--- src/rtl/message_tag_match_queue_macros.svh ---
// Assertion helpers used by the RTL top level.
`ifndef MESSAGE_TAG_MATCH_QUEUE_MACROS_SVH
`define MESSAGE_TAG_MATCH_QUEUE_MACROS_SVH

// Same-cycle implication, checked outside reset.
`define MTMQ_ASSERT_NOW(label, ante, cons, msg) \
   label: assert property (@(posedge clock) disable iff (reset) (ante) |-> (cons)) \
      else $error(msg);

// Next-cycle implication, checked outside reset.
`define MTMQ_ASSERT_NEXT(label, ante, cons, msg) \
   label: assert property (@(posedge clock) disable iff (reset) (ante) |=> (cons)) \
      else $error(msg);

`endif

--- src/rtl/mtmq_pkg.sv ---
package mtmq_pkg;

   localparam logic CMD_ARRIVAL = 1'b0;
   localparam logic CMD_RECEIVE = 1'b1;

   localparam logic [2:0] OUT_DELIVERED = 3'd0;
   localparam logic [2:0] OUT_STORED    = 3'd1;
   localparam logic [2:0] OUT_WAITING   = 3'd2;
   localparam logic [2:0] OUT_OVERFLOW  = 3'd3;
   localparam logic [2:0] OUT_REJECTED  = 3'd4;

   typedef struct packed {
      logic        cmd;
      logic [15:0] comm_id;
      logic [31:0] msg_tag;
      logic [15:0] src_rank;
      logic        any_tag;
      logic        any_source;
      logic [15:0] buf_handle;
   } req_type;

   typedef struct packed {
      logic [2:0]  outcome;
      logic [15:0] out_handle;
      logic [15:0] out_source;
      logic [31:0] out_tag;
   } rsp_type;

   typedef struct packed {
      logic        valid;
      logic [15:0] comm;
      logic [31:0] tag;
      logic [15:0] source;
      logic [15:0] handle;
   } entry_type;

   typedef struct packed {
      logic compare;    // latch match flag against the incoming beat
      logic insert_go;  // store new entry in the first free cell
      logic shift;      // take the entry of the upper neighbor
   } cell_ctrl_type;

endpackage

--- src/rtl/mtmq_cell.sv ---
module mtmq_cell
   import mtmq_pkg::*;
(
   input  logic          clock,
   input  logic          reset,
   input  cell_ctrl_type ctrl,
   input  req_type       req,
   input  entry_type     new_entry,
   input  logic          prev_valid,
   input  entry_type     next_entry,
   output entry_type     entry,
   output logic          match
);

   entry_type entry_ff, entry_in;
   logic      match_ff, match_in;
   logic      hit;

   assign hit = entry_ff.valid && (entry_ff.comm == req.comm_id)
             && (req.any_tag    || (entry_ff.tag == req.msg_tag))
             && (req.any_source || (entry_ff.source == req.src_rank));

   always_comb begin
      entry_in = entry_ff;
      if (ctrl.shift) begin
         entry_in = next_entry;
      end else if (ctrl.insert_go && !entry_ff.valid && prev_valid) begin
         // first free cell: lower neighbor holds an entry, this one does not
         entry_in = new_entry;
      end
      match_in = ctrl.compare ? hit : match_ff;
   end

   always_ff @(posedge clock) begin
      if (reset) begin
         entry_ff.valid <= 1'b0;
         match_ff       <= 1'b0;
      end else begin
         entry_ff <= entry_in;
         match_ff <= match_in;
      end
   end

   assign entry = entry_ff;
   assign match = match_ff;

endmodule

--- config.mk ---
export PLATFORM = sky130hd
export DESIGN_NAME = mtmq_cell
export DESIGN_NICKNAME = d
export VERILOG_FILES = /design/src/rtl/message_tag_match_queue_macros.svh /design/src/rtl/mtmq_pkg.sv /design/src/rtl/mtmq_cell.sv
export SDC_FILE = /design/constraint.sdc
export NUM_CORES = 1
export LEC_CHECK = 0
export BUFFER_PORTS_ARGS = -buffer_cell sky130_fd_sc_hd__buf_2
export CAP_MARGIN = 5
export CORE_AREA = 2 2 128 130
export CTS_CLUSTER_SIZE = 10
export DETAILED_ROUTE_END_ITERATION = 10
export DIE_AREA = 0 0 130 132
export PLACE_DENSITY = 0.69
export SLEW_MARGIN = 20
export SYNTH_ARGS = -nofsm -noshare
export SYNTH_HDL_FRONTEND = slang
export SYNTH_SLANG_ARGS = --single-unit
--- constraint.sdc ---
create_clock -name clock -period 6.9 [get_ports clock]
set_input_delay 1.38 -clock clock [delete_from_list [all_inputs] [get_ports clock]]
set_output_delay 1.38 -clock clock [all_outputs]
set_load 0.1 [all_outputs]
After elaboration in Yosys (flattened, before gate mapping) --
Cells that the tools add are included.
Word-level totals: bits in registers 82, word-level logic and storage cells 22, bits of input ports 251
Operators by class: bitwise gates (word level) 1, eq/ne operators 3, reduce and logical (&&, ||, !) cells 10, multiplexer cells 2
Operators by type and width (count):
- $mux 81 | 2
- $eq 16x16->1 | 2
- $eq 32x32->1 | 1
- $logic_and 1x1->1 | 5
- $logic_or 1x1->1 | 2
- $reduce_and 2->1 | 1
- $reduce_bool 2->1 | 1
- $logic_not 1->1 | 1
- $not 1->1 | 1

Depth between registers and ports, before layout --
depth in word-level cells 5, depth in mapped cells 5

Worst setup path before layout --
OpenSTA, ideal clock, no wires.
path kind input to register, start point input ctrl[0] (netlist name), end point register entry_ff, in the netlist entry[0], enable pin, setup slack 1.230 ns, arrival 5.152 ns, stages on the path 4, setup time 0.519 ns, required time 6.381 ns, cell sequence buf_2 > buf_2 > a31oi_1 > nor2_1
Between the ends: word-level cells in the longest chain between the ends 2
Ends and longest elaborated chain:
- start, declared | line mtmq_cell.sv:6 | input cell_ctrl_type ctrl,
- $reduce_bool 2->1 (no source line)
- $reduce_and 2->1 (no source line)
- end signal, assigned | line mtmq_cell.sv:39 | entry_ff <= entry_in;
- end, declared | line mtmq_cell.sv:15 | entry_type entry_ff, entry_in;
No other way between the ends. A chain may end at the register's enable or synchronous reset.

Worst setup path in the final report --
start point input ctrl[0] (netlist name), end point register entry_ff, in the netlist entry[22], enable pin
The elaborated chain is that of the path after synthesis.

==> metrics.md <==
| Metric | Value |
|---|---|
| Status | `finished, final reports clean` |
| Area Overhead vs Synth | `51.1%` |
| Initial DRC Count | `78` |
| Gate Count Post-Synth | `269` |
| WL final | `12200 um` |
| DRT Pass-1 Iters | `4` |
| First-pass GRT wire length | `18000 um` |
| Die area | `17200 um^2` |
| P_sw | `0.000497 W` |
| Hold Buf Count CTS | `0` |
| Via count | `3381` |
| Seq pwr share | `40.6%` |
| Final GP Congestion | `0.770` |
| Total track usage | `13.9%` |
| Largest net degree at the start of global routing | `48` |
| Routed Antenna Nets | `0` |
| M3 GR Usage | `4.06%` |
| #FFs+latches synth | `82` |
| Vias in the first global route | `3630` |
| Worst Path Required | `6.87 ns` |
| Most Used Layer, Global Route | `met2` |
| H-tree lvl count | `3` |
| Layout cell share with drive strength beyond 1 | `69.6%` |
| YS warnings | `0` |
| Die height | `132 um` |
| Worst setup SP type | `input port` |
| Mux share of post-synthesis cell area | `21.7%` |
| Avg WL per Cell | `15.0 um` |
| Clock Skew | `0.00836 ns` |
| Ports | `333` |
| Fill cell count | `1536` |
| Area contributors post-synth | `edfxtp_1, mux2_2, xnor2_1` |
| Hold crit path type | `reg2reg` |
| Worst skew pair latency | `0.34 ns` |
| Cell taking the most area after synthesis | `edfxtp_1` |
| Gr ovfl total | `0` |
| Mapped Nets | `520` |
| Kind of critical path | `in2reg` |
| Timing endpoint of the critical path | `entry[22]$_DFFE_PP_` |
| CP startpoint | `ctrl[0]` |
| Adder-Cell Fraction of Synth Area | `0%` |
| Compound-Gate Fraction of Synth Area | `0.843%` |
| CTS clock-pin slew for the worst setup and hold paths | `0.06 ns` |
| Initial antenna violation count | `0` |
| Hold WS | `0.461 ns` |
| DR vias/cell | `4.18` |
| CP max FO | `47` |
| CP dominant cell by count | `buf_4` |
| Hold Violations, Final | `0` |
| Worst setup margin | `3.43 ns` |
| # setup viols final | `0` |
| Core Rows | `46` |
| Dpl ws | `3.00 ns` |
| Netlist cell types | `18` |
| Max Freq | `288 MHz` |
| Postcts setup bufs | `0` |
| Placed Area | `5980 um^2` |
| Final Cell Area | `6270 um^2` |
| Drt drc | `0` |
| Power per Cell Area | `237 nW/um^2` |
| Setup_tns | `0 ns` |
| P_int | `0.000991 W` |
| DP HPWL | `9780 um` |
| Slew margin rel. | `35.6%` |
| Port bufs | `315` |
| CTS Buffer Depth | `2` |
| Post-synthesis average cell area | `15.4 um^2` |
| Logic pwr share | `27.2%` |
| R2R Path End | `entry[22]$_DFFE_PP_` |
| Register area share after synthesis | `58.8%` |
| Slowest cell on crit path | `nor2_4` |
| Met2 Usage GRT | `25.6%` |
| Slew @ Worst Pin | `0.963 ns` |
| Yosys top cell area share | `57.8%` |
| Initial Utilization | `26.4%` |
| Post-layout nets | `839` |
| Met1 GRT Util | `14.7%` |
| Reg area | `2440 um^2` |
| PostCTS Resize Cnt | `0` |
| DIE WIDTH | `130 um` |
| Syn Std Cell Area | `4150 um^2` |
| CTS Buf Count | `9` |
| CTS Root Cell | `clkbuf_16` |
| Simple-gate area share of the yosys netlist | `4.01%` |
| RR Startpoint | `entry[80]$_SDFFE_PP0N_` |
| Worst r2r path cells | `4` |
| Fin cells | `809` |
| Largest family of logic cells by synthesized area | `multiplexers` |
| Hold Path Origin | `match$_SDFFE_PP0P_` |
| Switching part of the total | `33.4%` |
| Max IR drop VDD | `0.109 mV` |
| Arrival time at the worst endpoint | `3.44 ns` |
| Post-Synth XOR/XNOR Area | `13.5%` |
| Final cycle utilization of the critical path | `50.3%` |
| Area of the multi-input gates | `1670 um^2` |
| Max_cap viols | `0` |
| R2r setup slk | `4.56 ns` |
| Clock power frac | `32.1%` |
| ANT cells | `0` |
| CP max stage delay | `0.75 ns` |
| Core Area | `15700 um^2` |
| TritonCTS clock tree | `yes` |
| Pins Over Slew Limit | `0` |
| Crit-path cells | `buf_4, a31oi_1, nor2_4, buf_4` |
| Period minus WS final | `3.47 ns` |
| Placed insts | `793` |
| Lkg Pwr | `2.66 nW` |
| CP Capture Type | `flop` |
| Sink Count | `82` |
| RSZ-0062 raised after global routing | `false` |
==> how the worst min path moves through the flow <==
stage / end / slack, ns / depth (start not counted)
floorplan: match$_SDFFE_PP0P_ / 0.87 / 2
global placement: match$_SDFFE_PP0P_ / 0.44 / 2
detailed placement: match$_SDFFE_PP0P_ / 0.46 / 2
CTS: match$_SDFFE_PP0P_ / 0.46 / 2
global route: match$_SDFFE_PP0P_ / 0.51 / 2
finish: match$_SDFFE_PP0P_ / 0.46 / 2
==> cells in the mapped netlist (all sizes together) <==
library cell and instances:
xor2 5, inv 1, nor3 2, mux2 80
o2111ai 1, o21ai 1, edfxtp 80, nand2 2
xnor2 59, nand3 2, dfxtp 2, nand4 14
a31oi 1, nor2 3, buf 9, nor4 4
a21oi 3
==> power by group through the flow <==
| stage | sequential [W] | clock [W] | combinational, W |
|---|---|---|---|
| after floorplan | 0.000817 | 0 | 0.0000931 |
| after global placement | 0.000614 | 0 | 0.000405 |
| after detailed placement | 0.000616 | 0 | 0.000408 |
| after CTS | 0.000605 | 0.000497 | 0.000409 |
| after global routing | 0.000608 | 0.000512 | 0.000426 |
| final | 0.000604 | 0.000478 | 0.000405 |
==> worst max-delay path, delay by kind of cell <==
kind                   cells  cell delay, ns
AND/OR/NAND/NOR            1            0.75
AO/OA/AOI/OAI              1            0.14
buffers and inverters      2            1.06
==> layer usage <==
| metal | vias to the layer above | wire length, um | part of all wire, % |
|---|---|---|---|
| li1 | 1654 | - | - |
| met1 | 1530 | 4530 | 37 |
| met2 | 185 | 6350 | 52 |
| met3 | 12 | 1070 | 8.8 |
| met4 | 0 | 203 | 1.7 |
| met5 | - | 0 | 0 |
==> cell type report <==
cell class	instances	share of cell area, %
sequential	82	38.9
multi-input combinational	177	26.6
timing repair buffer	317	25.4
tap	216	4.31
clock buffer	9	3.59
clock inverter	7	1.10
inverter	1	0.0598
==> registers in the layout, indices dropped and copies added (netlist names) <==
name   cells
entry     81
match      1
==> stage by stage <==
stage	power [W]	utilization (%)
floorplan	0.000910	-
global placement	0.00102	38.1
detailed placement	0.00102	38.1
CTS	0.00151	39.9
global route	0.00155	39.9
finish	0.00149	39.9
==> placed cells by master (no fill, tap or decap) <==
cell and count:
a21oi_1 3, a31oi_1 1, buf_2 314, buf_4 3, bufinv_16 1, clkbuf_16 9, clkinv_1 2, clkinv_2 1
clkinv_4 2, dfxtp_1 2, edfxtp_1 80, inv_1 1, inv_6 1, mux2_2 80, nand2_1 2, nand3_1 2
nand4_1 14, nor2_1 2, nor2_4 1, nor3_1 2, nor4_1 3, nor4_4 1, o2111ai_1 1, o21ai_1 1
xnor2_1 59, xor2_1 5
==> cells by family after synthesis <==
family | Yosys count
compound gates | 6
flops | 82
xor+xnor | 64
mux | 80
simple gates | 27
buf+inv | 10
(Power assumes the default switching activity.)
